### config.mk
export PLATFORM = sky130hd
export DESIGN_NAME = octilinear_polyline_plotter_core
export DESIGN_NICKNAME = d
export VERILOG_FILES = /design/src/design/opp_pkg.sv /design/src/design/opp_ram.sv /design/src/design/octilinear_polyline_plotter_core.sv
export SDC_FILE = /design/constraint.sdc
export NUM_CORES = 2
export LEC_CHECK = 0
export BUFFER_PORTS_ARGS = -buffer_cell sky130_fd_sc_hd__buf_2
export CORE_MARGIN = 2
export CORE_UTILIZATION = 55
export CTS_CLUSTER_SIZE = 10
export DETAILED_ROUTE_END_ITERATION = 6
export PLACE_DENSITY = 0.71
export SYNTH_ARGS = -nofsm -noshare
export SYNTH_HDL_FRONTEND = slang
export SYNTH_SLANG_ARGS = --single-unit
### constraint.sdc
create_clock -name i_clk -period 11.65 [get_ports i_clk]
set_input_delay 1.7475 -clock i_clk [delete_from_list [all_inputs] [get_ports i_clk]]
set_output_delay 1.7475 -clock i_clk [all_outputs]
set_load 0.02 [all_outputs]
### src/design/opp_pkg.sv
`timescale 1ns / 1ps

package opp_pkg;

    // Bitmap geometry.
    localparam int MAX_ROWS = 64;
    localparam int MAX_COLS = 64;
    localparam int ROW_AW   = $clog2(MAX_ROWS);
    localparam int ROW_BITS = 64;

    // Signed working width for row arithmetic (covers -64 .. 126).
    localparam int ROW_CW = 10;

    // Stream payload widths, padded to whole bytes.
    localparam int IN_W  = 24;
    localparam int OUT_W = 104;

    localparam int CNT_W = 16;
    localparam logic [CNT_W-1:0] CNT_MAX = {CNT_W{1'b1}};

    // Configuration register indexes.
    localparam int CFG_IDX_W = 1;
    localparam logic [CFG_IDX_W-1:0] CFG_GRID_ROWS = 1'd0;
    localparam logic [CFG_IDX_W-1:0] CFG_GRID_COLS = 1'd1;
    localparam int CFG_W = 7;
    localparam logic [CFG_W-1:0] GRID_RESET = 7'd64;

    // Operation codes.
    localparam logic [1:0] OP_START = 2'd0;
    localparam logic [1:0] OP_DRAW  = 2'd1;
    localparam logic [1:0] OP_READ  = 2'd2;

    // Status codes.
    localparam logic [1:0] STAT_OK        = 2'd0;
    localparam logic [1:0] STAT_BAD_SLOPE = 2'd1;
    localparam logic [1:0] STAT_IGNORED   = 2'd2;

endpackage

### src/design/opp_ram.sv
`timescale 1ns / 1ps

module opp_ram #(
    parameter int WIDTH = 64,
    parameter int DEPTH = 64
) (
    input  logic                     i_clk,
    input  logic                     i_we,
    input  logic [$clog2(DEPTH)-1:0] i_waddr,
    input  logic [WIDTH-1:0]         i_wdata,
    input  logic                     i_re,
    input  logic [$clog2(DEPTH)-1:0] i_raddr,
    output logic [WIDTH-1:0]         o_rdata
);

    logic [WIDTH-1:0] r_mem [DEPTH];
    logic [WIDTH-1:0] r_rdata;

    always_ff @(posedge i_clk) begin
        if (i_we) begin
            r_mem[i_waddr] <= i_wdata;
        end
        if (i_re) begin
            r_rdata <= r_mem[i_raddr];
        end
    end

    assign o_rdata = r_rdata;

endmodule

### src/design/octilinear_polyline_plotter_core.sv
`timescale 1ns / 1ps

// Polyline plotter into a one-bit bitmap held in a single-port-read,
// single-port-write RAM of MAX_ROWS rows by 64 columns.
// Input stream (s_axis): one beat per item: start a polyline, draw a segment
// to a point, or read one row. Output stream (m_axis): exactly one result beat
// per item, in order, with status, the sticky error record and row pixels.
// Configuration: grid_rows and grid_cols through a plain write port; write
// them only while no item is in flight.
// A start, an ignored or illegal draw, or op 3 passes from acceptance to
// S_FIN and then to the output register; a read passes S_READ first. A
// sloped or vertical draw walks S_DRAW pixel by pixel: it issues one row read
// per cycle for each pixel whose row lies in the bitmap and writes the merged
// row back in the cycle after. A horizontal draw is merged as a single row mask.
// The input is ready only in S_IDLE: the next beat can be accepted in the
// cycle after the result register loads, not while an item is in progress.
// Reset clears the pen, counters, error record and per-row valid bits, so the
// whole bitmap reads as zero immediately; registers return to 64 by 64.
// A new item is accepted while the previous result still waits; if the
// receiver stalls, the finished item holds until the output register frees.

module octilinear_polyline_plotter_core (
    input  logic                          i_clk,
    input  logic                          i_rst_n,
    // tdata: op[1:0], pos_x[7:2], pos_y[13:8], read_row[19:14], zero pad
    input  logic                          i_s_axis_tvalid,
    output logic                          o_s_axis_tready,
    input  logic [opp_pkg::IN_W-1:0]      i_s_axis_tdata,
    // tdata: status[1:0], error_seen[2], error_polyline[18:3],
    //        error_point[34:19], row_bits[98:35], zero pad
    output logic                          o_m_axis_tvalid,
    input  logic                          i_m_axis_tready,
    output logic [opp_pkg::OUT_W-1:0]     o_m_axis_tdata,
    input  logic                          i_cfg_we,
    input  logic [opp_pkg::CFG_IDX_W-1:0] i_cfg_idx,
    input  logic [opp_pkg::CFG_W-1:0]     i_cfg_wdata
);

    typedef enum logic [3:0] {
        S_IDLE = 4'b0001,
        S_DRAW = 4'b0010,
        S_READ = 4'b0100,
        S_FIN  = 4'b1000
    } t_state;

    function automatic logic [opp_pkg::CNT_W-1:0] sat_inc(
        input logic [opp_pkg::CNT_W-1:0] v
    );
        return (v == opp_pkg::CNT_MAX) ? v : v + 1'b1;
    endfunction

    t_state r_state, n_state;

    logic [opp_pkg::CFG_W-1:0] r_grid_rows, r_grid_cols;
    logic [5:0]                r_pen_x, n_pen_x, r_pen_y, n_pen_y;
    logic                      r_err, n_err;
    logic [opp_pkg::CNT_W-1:0] r_poly, n_poly, r_point, n_point;
    logic [opp_pkg::CNT_W-1:0] r_err_poly, n_err_poly, r_err_point, n_err_point;

    // Segment walker.
    logic [5:0]                r_cur_x, n_cur_x, r_cur_y, n_cur_y;
    logic [5:0]                r_left, n_left;
    logic                      r_x_inc, n_x_inc, r_x_dec, n_x_dec;
    logic                      r_y_inc, n_y_inc, r_y_dec, n_y_dec;
    logic                      r_horiz, n_horiz;
    logic [opp_pkg::ROW_BITS-1:0] r_hmask, n_hmask;

    // Row read for a read item.
    logic                      r_rd_ok, n_rd_ok;
    logic [opp_pkg::ROW_AW-1:0] r_rd_row, n_rd_row;

    // Pending result of the current item.
    logic [1:0]                r_res_status, n_res_status;
    logic [opp_pkg::ROW_BITS-1:0] r_res_bits, n_res_bits;

    // Write-back stage.
    logic                      r_wr_en, n_wr_en;
    logic [opp_pkg::ROW_AW-1:0] r_wr_row, n_wr_row;
    logic [opp_pkg::ROW_BITS-1:0] r_wr_mask, n_wr_mask;
    logic [opp_pkg::MAX_ROWS-1:0] r_row_valid;

    // Output register.
    logic                      r_out_valid;
    logic [1:0]                r_out_status;
    logic                      r_out_error_seen;
    logic [opp_pkg::CNT_W-1:0] r_out_error_polyline, r_out_error_point;
    logic [opp_pkg::ROW_BITS-1:0] r_out_row_bits;

    logic                      accept, out_load;
    logic [1:0]                in_op;
    logic [5:0]                in_x, in_y, in_rr;
    logic signed [6:0]         dx, dy;
    logic [5:0]                ax, ay, lo_x, hi_x;
    logic                      legal;
    logic [opp_pkg::ROW_BITS-1:0] col_mask, range_mask, step_mask;
    logic signed [opp_pkg::ROW_CW-1:0] step_row;
    logic                      step_ok, in_rd_ok;

    logic                      ram_re;
    logic [opp_pkg::ROW_AW-1:0] ram_raddr;
    logic [opp_pkg::ROW_BITS-1:0] ram_rdata, ram_wdata;

    assign in_op = i_s_axis_tdata[1:0];
    assign in_x  = i_s_axis_tdata[7:2];
    assign in_y  = i_s_axis_tdata[13:8];
    assign in_rr = i_s_axis_tdata[19:14];

    assign o_s_axis_tready = (r_state == S_IDLE);
    assign accept          = i_s_axis_tvalid && o_s_axis_tready;
    assign out_load        = (r_state == S_FIN) && (!r_out_valid || i_m_axis_tready);

    always_comb begin
        for (int j = 0; j < opp_pkg::ROW_BITS; j++) begin
            col_mask[j] = (7'(j) < r_grid_cols) && (j < opp_pkg::MAX_COLS);
        end
    end

    assign dx    = $signed({1'b0, in_x}) - $signed({1'b0, r_pen_x});
    assign dy    = $signed({1'b0, in_y}) - $signed({1'b0, r_pen_y});
    assign ax    = dx[6] ? 6'(-dx) : dx[5:0];
    assign ay    = dy[6] ? 6'(-dy) : dy[5:0];
    assign legal = (dx == 7'sd0) || (dy == 7'sd0) || (ax == ay);
    assign lo_x  = dx[6] ? in_x : r_pen_x;
    assign hi_x  = dx[6] ? r_pen_x : in_x;
    assign range_mask = ({opp_pkg::ROW_BITS{1'b1}} << lo_x)
                      & ({opp_pkg::ROW_BITS{1'b1}} >> (6'd63 - hi_x));

    assign in_rd_ok = (opp_pkg::ROW_CW'(in_rr) < opp_pkg::ROW_CW'(r_grid_rows))
                   && (opp_pkg::ROW_CW'(in_rr) < opp_pkg::ROW_CW'(opp_pkg::MAX_ROWS));

    // Row of the current pen step; negative or beyond the bitmap is dropped.
    assign step_row = $signed(opp_pkg::ROW_CW'(r_grid_rows))
                    - $signed(opp_pkg::ROW_CW'(1))
                    - $signed(opp_pkg::ROW_CW'(r_cur_y));
    assign step_ok  = !step_row[opp_pkg::ROW_CW-1]
                   && (step_row < $signed(opp_pkg::ROW_CW'(opp_pkg::MAX_ROWS)));
    assign step_mask = r_horiz ? r_hmask
                     : ((opp_pkg::ROW_BITS'(1) << r_cur_x) & col_mask);

    assign ram_re    = (accept && (in_op == opp_pkg::OP_READ) && in_rd_ok)
                    || ((r_state == S_DRAW) && step_ok);
    assign ram_raddr = (r_state == S_DRAW) ? step_row[opp_pkg::ROW_AW-1:0]
                                           : opp_pkg::ROW_AW'(in_rr);
    assign ram_wdata = (r_row_valid[r_wr_row] ? ram_rdata : '0) | r_wr_mask;

    opp_ram #(
        .WIDTH(opp_pkg::ROW_BITS),
        .DEPTH(opp_pkg::MAX_ROWS)
    ) u_bitmap (
        .i_clk  (i_clk),
        .i_we   (r_wr_en),
        .i_waddr(r_wr_row),
        .i_wdata(ram_wdata),
        .i_re   (ram_re),
        .i_raddr(ram_raddr),
        .o_rdata(ram_rdata)
    );

    always_comb begin
        n_state      = r_state;
        n_pen_x      = r_pen_x;
        n_pen_y      = r_pen_y;
        n_err        = r_err;
        n_poly       = r_poly;
        n_point      = r_point;
        n_err_poly   = r_err_poly;
        n_err_point  = r_err_point;
        n_cur_x      = r_cur_x;
        n_cur_y      = r_cur_y;
        n_left       = r_left;
        n_x_inc      = r_x_inc;
        n_x_dec      = r_x_dec;
        n_y_inc      = r_y_inc;
        n_y_dec      = r_y_dec;
        n_horiz      = r_horiz;
        n_hmask      = r_hmask;
        n_rd_ok      = r_rd_ok;
        n_rd_row     = r_rd_row;
        n_res_status = r_res_status;
        n_res_bits   = r_res_bits;
        n_wr_en      = (r_state == S_DRAW) && step_ok;
        n_wr_row     = step_row[opp_pkg::ROW_AW-1:0];
        n_wr_mask    = step_mask;

        case (r_state)
            S_IDLE: begin
                if (accept) begin
                    n_res_status = opp_pkg::STAT_OK;
                    n_res_bits   = '0;
                    n_state      = S_FIN;
                    case (in_op)
                        opp_pkg::OP_START: begin
                            if (r_err) begin
                                n_res_status = opp_pkg::STAT_IGNORED;
                            end else begin
                                n_pen_x = in_x;
                                n_pen_y = in_y;
                                n_poly  = sat_inc(r_poly);
                                n_point = opp_pkg::CNT_W'(1);
                            end
                        end
                        opp_pkg::OP_DRAW: begin
                            if (r_err) begin
                                n_res_status = opp_pkg::STAT_IGNORED;
                            end else begin
                                n_point = sat_inc(r_point);
                                if (legal) begin
                                    n_pen_x = in_x;
                                    n_pen_y = in_y;
                                    n_cur_x = r_pen_x;
                                    n_cur_y = r_pen_y;
                                    n_x_inc = (dx > 7'sd0);
                                    n_x_dec = dx[6];
                                    n_y_inc = (dy > 7'sd0);
                                    n_y_dec = dy[6];
                                    // A horizontal run lies in one row: one masked step.
                                    n_horiz = (dy == 7'sd0);
                                    n_hmask = range_mask & col_mask;
                                    n_left  = (dy == 7'sd0) ? 6'd0 : ay;
                                    n_state = S_DRAW;
                                end else begin
                                    n_res_status = opp_pkg::STAT_BAD_SLOPE;
                                    n_err        = 1'b1;
                                    n_err_poly   = r_poly;
                                    n_err_point  = sat_inc(r_point);
                                end
                            end
                        end
                        opp_pkg::OP_READ: begin
                            n_rd_ok  = in_rd_ok;
                            n_rd_row = opp_pkg::ROW_AW'(in_rr);
                            n_state  = S_READ;
                        end
                        default: begin
                            n_state = S_FIN;
                        end
                    endcase
                end
            end
            S_DRAW: begin
                if (r_left == 6'd0) begin
                    n_state = S_FIN;
                end else begin
                    n_left = r_left - 6'd1;
                    if (r_x_inc) n_cur_x = r_cur_x + 6'd1;
                    else if (r_x_dec) n_cur_x = r_cur_x - 6'd1;
                    if (r_y_inc) n_cur_y = r_cur_y + 6'd1;
                    else if (r_y_dec) n_cur_y = r_cur_y - 6'd1;
                end
            end
            S_READ: begin
                n_res_bits = (r_rd_ok && r_row_valid[r_rd_row]) ? (ram_rdata & col_mask) : '0;
                n_state    = S_FIN;
            end
            S_FIN: begin
                if (out_load) begin
                    n_state = S_IDLE;
                end
            end
            default: begin
                n_state = S_IDLE;
            end
        endcase
    end

    always_ff @(posedge i_clk) begin
        if (!i_rst_n) begin
            r_state     <= S_IDLE;
            r_grid_rows <= opp_pkg::GRID_RESET;
            r_grid_cols <= opp_pkg::GRID_RESET;
            r_pen_x     <= '0;
            r_pen_y     <= '0;
            r_err       <= 1'b0;
            r_poly      <= '0;
            r_point     <= '0;
            r_err_poly  <= '0;
            r_err_point <= '0;
            r_wr_en     <= 1'b0;
            r_row_valid <= '0;
            r_out_valid <= 1'b0;
        end else begin
            r_state     <= n_state;
            r_pen_x     <= n_pen_x;
            r_pen_y     <= n_pen_y;
            r_err       <= n_err;
            r_poly      <= n_poly;
            r_point     <= n_point;
            r_err_poly  <= n_err_poly;
            r_err_point <= n_err_point;
            r_wr_en     <= n_wr_en;
            if (i_cfg_we) begin
                case (i_cfg_idx)
                    opp_pkg::CFG_GRID_ROWS: r_grid_rows <= i_cfg_wdata;
                    opp_pkg::CFG_GRID_COLS: r_grid_cols <= i_cfg_wdata;
                    default: ;
                endcase
            end
            if (r_wr_en) begin
                r_row_valid[r_wr_row] <= 1'b1;
            end
            if (out_load) begin
                r_out_valid <= 1'b1;
            end else if (i_m_axis_tready) begin
                r_out_valid <= 1'b0;
            end
        end
    end

    always_ff @(posedge i_clk) begin
        r_cur_x      <= n_cur_x;
        r_cur_y      <= n_cur_y;
        r_left       <= n_left;
        r_x_inc      <= n_x_inc;
        r_x_dec      <= n_x_dec;
        r_y_inc      <= n_y_inc;
        r_y_dec      <= n_y_dec;
        r_horiz      <= n_horiz;
        r_hmask      <= n_hmask;
        r_rd_ok      <= n_rd_ok;
        r_rd_row     <= n_rd_row;
        r_res_status <= n_res_status;
        r_res_bits   <= n_res_bits;
        r_wr_row     <= n_wr_row;
        r_wr_mask    <= n_wr_mask;
        if (out_load) begin
            r_out_status         <= r_res_status;
            r_out_error_seen     <= r_err;
            r_out_error_polyline <= r_err_poly;
            r_out_error_point    <= r_err_point;
            r_out_row_bits       <= r_res_bits;
        end
    end

    assign o_m_axis_tvalid = r_out_valid;
    assign o_m_axis_tdata  = {5'd0, r_out_row_bits, r_out_error_point,
                              r_out_error_polyline, r_out_error_seen, r_out_status};

endmodule
* Yosys cells after proc, flatten, opt, wreduce, memory -nomap -nowiden
Memories as Yosys holds them, arrays and structs flattened. A register that Yosys moved wholly into a read port is not among the register bits. Index checks and enable logic that the tools add are counted.
Cells by class: reduce and logical (&&, ||, !) cells 37, magnitude comparators 71, equal/unequal tests 21, muxes and demuxes 68, shift-type cells 3, bitwise logic cells 10, add/sub/neg operators 14
Operators by type and width (number):
- $and 64x64->64 | 4
- $mux 64 | 4
- $lt 6x7->1 const A | 32
- $mux 6 | 31
- $or 64x64->64 | 2
- $pmux 64 s2 | 1
- $lt 5x7->1 const A | 16
- $shl 1x6->64 const A | 1
- $shl 64x6->64 const A | 1
- $shr 64x6->64 const A | 1
- $pmux 6 s2 | 5
- $lt 4x7->1 const A | 8
- $mux 16 | 3
- $add 16x1->16 const B | 2
- $eq 16x16->1 const B | 2
- $pmux 16 s2 | 1
- $lt 3x7->1 const A | 4
- $mux 4 | 5
- $reduce_and 5->1 | 4
- $sub 6x1->6 const B | 3
- $pmux 4 s4 | 1
- $gt 7x1->1 const B | 2
- $logic_not 7->1 | 2
- $lt 1x7->1 const A | 2
- 38 further kinds | 87
Storage, ports and cells: register bits 490, bits of input ports 37, bits in writable memories 4096, memories kept 1, word-level logic and storage cells 258
Memories:
- u_bitmap.r_mem | words 64, bits a word 64, read ports 1, clocked after memory_dff 1, wr ports 1, line opp_ram.sv:16 | logic [WIDTH-1:0] r_mem [DEPTH];

* Longest topological paths before layout
word-level depth 10, mapped depth 16, gate-level depth less buffers 15

* Hierarchy
A second synthesis with hierarchy kept.
Second synthesis, totals: cell total of the unflattened synthesis 8972, area, all modules 180309.2 µm²
By module, submodules not included:
- opp_ram | area each 157528.6 µm², cells an instance 6812, seq. area each 124919.8 µm², times used 1
- octilinear_polyline_plotter_core | area each 22780.6 µm², cells an instance 2160, seq. area each 12401.9 µm², times used 1

* Worst setup path after synthesis
OpenSTA, ideal clock, no wires.
kind input-to-reg, start point in i_m_axis_tready, end point reg r_out_error_point[0] (netlist bit), enable pin, path buffers 0, arrival time 11.108 ns, stages 2, slack -0.258 ns, cells stage by stage nor2b_1 -> nor4_1
Between the ends: cells in the longest elaborated chain, start to end 2
RTL lines:
- from (decl) | line octilinear_polyline_plotter_core.sv:32 | input logic i_m_axis_tready,
- $logic_or 1x1->1 | line octilinear_polyline_plotter_core.sv:110 | assign out_load = (r_state == S_FIN) && (!r_out_valid || i_m_axis_tready);
- $logic_and 1x1->1 | line octilinear_polyline_plotter_core.sv:110
- via out_load | line octilinear_polyline_plotter_core.sv:89 | logic accept, out_load;
- to (signal assigned) | line octilinear_polyline_plotter_core.sv:329 | r_out_error_point <= r_err_point;
- to (decl) | line octilinear_polyline_plotter_core.sv:86 | logic [opp_pkg::CNT_W-1:0] r_out_error_polyline, r_out_error_point;
The timed path passes the listed nets, and every way through them passes these cells. A chain may end at the register's enable or synchronous reset.

* Final worst setup path
start point in i_s_axis_tdata[2] (netlist bit), end point reg r_hmask[41] (netlist bit) (data pin)
Between the ends: cells in the longest elaborated chain, start to end 6, elaborated cells on any way between the ends 8, those cells by class 2 x add/sub; 2 x shift; 2 x mux; 2 x bitwise
RTL lines:
- from (decl) | line octilinear_polyline_plotter_core.sv:28 | input logic [opp_pkg::IN_W-1:0] i_s_axis_tdata,
- $sub 6x6->7 | line octilinear_polyline_plotter_core.sv:118 | assign dx = $signed({1'b0, in_x}) - $signed({1'b0, r_pen_x});
- $mux 6 | line octilinear_polyline_plotter_core.sv:124 | assign hi_x = dx[6] ? r_pen_x : in_x;
- $sub 6x6->6 | line octilinear_polyline_plotter_core.sv:126 | & ({opp_pkg::ROW_BITS{1'b1}} >> (6'd63 - hi_x));
- $shr 64x6->64 | line octilinear_polyline_plotter_core.sv:126
- $and 64x64->64 (*) | line octilinear_polyline_plotter_core.sv:126
- $and 64x64->64 (*) | line octilinear_polyline_plotter_core.sv:218 | n_hmask = range_mask & col_mask;
- to (signal assigned) | line octilinear_polyline_plotter_core.sv:318 | r_hmask <= n_hmask;
- to (decl) | line octilinear_polyline_plotter_core.sv:66 | logic [opp_pkg::ROW_BITS-1:0] r_hmask, n_hmask;
Every way passes the cells marked *; elsewhere a longest branch is shown, timed or not.

==> impl_metrics.tcl <==
set metrics [dict create \
    cts_root_buf "clkbuf_16" \
    seq_power_share_pct 52.4 \
    cts_max_level 6 \
    setup_viol 0 \
    path_clk_slew_ns 0.06 \
    post-route-period-util_pct 51.6 \
    path_max_fanout 24 \
    p_per_area_nw_per_um2 173 \
    crit_path_end_kind "flip-flop" \
    drt-wirelength-per-cell_um 36.3 \
    area_growth_pct 12.4 \
    dp_hpwl_um 264000 \
    final_nets 9207 \
    grt_overflow 0 \
    grt_pass1_wl_um 691000 \
    fp.dieH_um 578 \
    slew_headroom_pct 5.29 \
    grt_usage_pct 29.6 \
    io_buffer_count 133 \
    nFillCells 21800 \
    hold_viol_final 0 \
    clkLatencyLatePin_ns 1.04 \
    ir_drop_uv 180 \
    ys_ff_latch 4650 \
    mostFrequentLayoutCell "edfxtp_1" \
    combPwrFrac_pct 5.2 \
    finClkSkew_ns 0.0446 \
    tightest_slew_ns 1.42 \
    leakage_nw 68.6 \
    status "complete, no violations" \
    vias 92700 \
    p_switching_mw 7.57 \
    first_iter_violations 13600 \
    cts_max_path_buffers 4 \
    synth_area_per_cell_um2 21.1 \
    netlist_area_um2 181000 \
    total_power_mw 35.2 \
    cts_tree "done" \
    power_frac_clock_pct 42.4 \
    post_cts_buffers 0 \
    grt_antenna_before_repair 26 \
    grt_max_degree 145 \
    critical_path_arrival_ns 6.77 \
    p_int_mw 27.6 \
    required_ns 12.40 \
    row_count 210 \
    synth-edff-count 4419 \
    ios 143 \
    ys_top_cells_by_area "edfxtp_1 73%, mux4_2 13%, mux2i_1 5.5%" \
    drc 0 \
    viasPerCell 6.77 \
    drv_cap 0 \
    layout_common_cells "4419 x edfxtp_1, 1057 x mux4_2, 997 x mux2i_1, 548 x clkbuf_16, 284 x buf_4" \
    slew_violations 0 \
    syn_inst 8598 \
    hold_buffers 0 \
    hold_class "flip-flop to flip-flop" \
    rsz0062_at_grt "no" \
    sw_frac_of_total_pct 21.5 \
    synth_warnings 0 \
    final_antenna_net_count 0 \
    cts_buffers 539 \
    seq_area_frac_synth_pct 75.8 \
    core_area_um2 328000 \
    ys_types 70 \
    cts_resized 0 \
    multi_input_area_um2 42500 \
    grt_pass1_vias 91300 \
    synthArstFlopShare_pct 0 \
    fmax_mhz 166 \
    synth_top_area_share_pct 73.2 \
    cts.sink_count 4650 \
    synth_area_leader_cell "edfxtp_1" \
    period_minus_slack_ns 6.01 \
    detail_route.first_pass.iterations 6 \
    register_area_um2 137000 \
    gp_congestion 0.957 \
    initial_core_util_pct 55.3 \
    dominantRegCellSynth "edfxtp_1" \
    fp.dieArea_um2 334000 \
    cp-start-kind "input pin" \
    critPathKind "input pin to flip-flop" \
    setup_tns_ns 0 \
    wl_um 497000 \
    drive_gt1_share_pct 23.6 \
    dieWidth_um 578 \
]
path summary, 6_finish.rpt:
path,start,endpoint,slack (ns),depth (start not counted)
worst max-delay path,i_s_axis_tdata[2],r_hmask[41],5.64,14
worst min-delay path,r_res_bits[15],r_out_row_bits[15],0.42,0
worst max register to register,r_grid_rows[0],u_bitmap.o_rdata[4],5.88,14
worst min register to register,r_res_bits[15],r_out_row_bits[15],0.42,0
power groups by stage:
stage | Combinational [mW] | Clock [mW] | Sequential, mW
after floorplan | 1.22 | 0 | 18.7
after global placement | 1.77 | 0 | 18.8
after detailed placement | 1.81 | 0 | 18.8
after CTS | 1.82 | 15.1 | 18.4
after global routing | 1.94 | 15.7 | 18.4
final | 1.83 | 14.9 | 18.4
layer usage:
layer	global-route usage [%]	vias to the layer above	wire [µm]
met2	45.6	6112	231000
met1	41.9	49000	188000
met5	0	-	57
met4	11.7	10	21900
met3	6.46	1060	56200
li1	-	36500	-
sequential cells by signal (all words and copies together) (netlist names), 64 cells and up:
register	cells
r_res_bits	64
r_row_valid	64
r_out_row_bits	64
u_bitmap.o_rdata	64
r_hmask	64
r_wr_mask	64
u_bitmap.r_mem	4096
critical path, stage by stage:
cell	delay, ns
buf_2	0.15
inv_1	0.07
ha_1	0.20
inv_1	0.08
fa_1	0.21
a211oi_1	0.14
o31ai_4	0.88
clkinv_1	0.91
o21ai_1	1.14
nor2_1	0.40
nor2_1	0.39
o21ai_0	0.14
o21ai_0	0.18
nor3b_1	0.10
final cells by class:
| type | instances | area share [%] |
|---|---|---|
| repair buffers | 436 | 1.56 |
| multi-input cells | 3440 | 20.9 |
| diodes | 10 | 0.0123 |
| clock buffers | 691 | 7.01 |
| flip-flops and latches | 4650 | 67.4 |
| inverters | 58 | 0.107 |
| clock inverters | 57 | 0.383 |
| well taps | 4346 | 2.67 |
per-stage QoR:
stage                     cells  utilization [%]  setup WS [ns]  area, µm²  hold WS, ns
after floorplan            8602                -           3.85     181000        0.400
after global placement    12900             57.6           4.83     189000        0.405
after detailed placement  12900             57.6           4.79     189000        0.405
after CTS                 13700             62.2           5.86     204000        0.416
after global routing      13700             62.2           5.49     204000        0.424
final                     13700             62.2           5.64     204000        0.416
cell usage after synthesis, types with 8 or more instances:
| cell | n |
|---|---|
| edfxtp_1 | 4419 |
| a21o_1 | 79 |
| clkbuf_1 | 220 |
| inv_1 | 56 |
| xnor2_1 | 31 |
| a32o_1 | 62 |
| o21ai_1 | 8 |
| nand2_1 | 206 |
| dfxtp_1 | 231 |
| nand3_1 | 68 |
| ha_1 | 40 |
| xor2_1 | 32 |
| o31ai_1 | 8 |
| mux2i_1 | 1001 |
| o21ai_0 | 80 |
| nand4_1 | 14 |
| a21oi_1 | 112 |
| buf_1 | 108 |
| buf_2 | 115 |
| buf_4 | 8 |
| nor3_1 | 37 |
| nand2b_1 | 14 |
| nor2b_1 | 13 |
| nor3b_1 | 10 |
| or3_1 | 10 |
| and2_1 | 18 |
| and3_1 | 71 |
| nor2_1 | 323 |
| a211oi_1 | 26 |
| nor4_1 | 12 |
| mux4_2 | 1057 |
kinds of logic (layout without fill, tap and decap cells):
kind of cell    Yosys count  count (layout)  share of synthesized area (%)
compound gates          435             435                           1.64
xor+xnor                 64              64                          0.318
fa+ha+maj                45              45                          0.331
buf+inv                 512            1242                           1.17
flops                  4650            4650                           75.8
mux                    2064            2064                           18.7
other cells               1              15                        0.00207
simple gates            827             827                           2.09
Power figures use the tool's default switching activity.
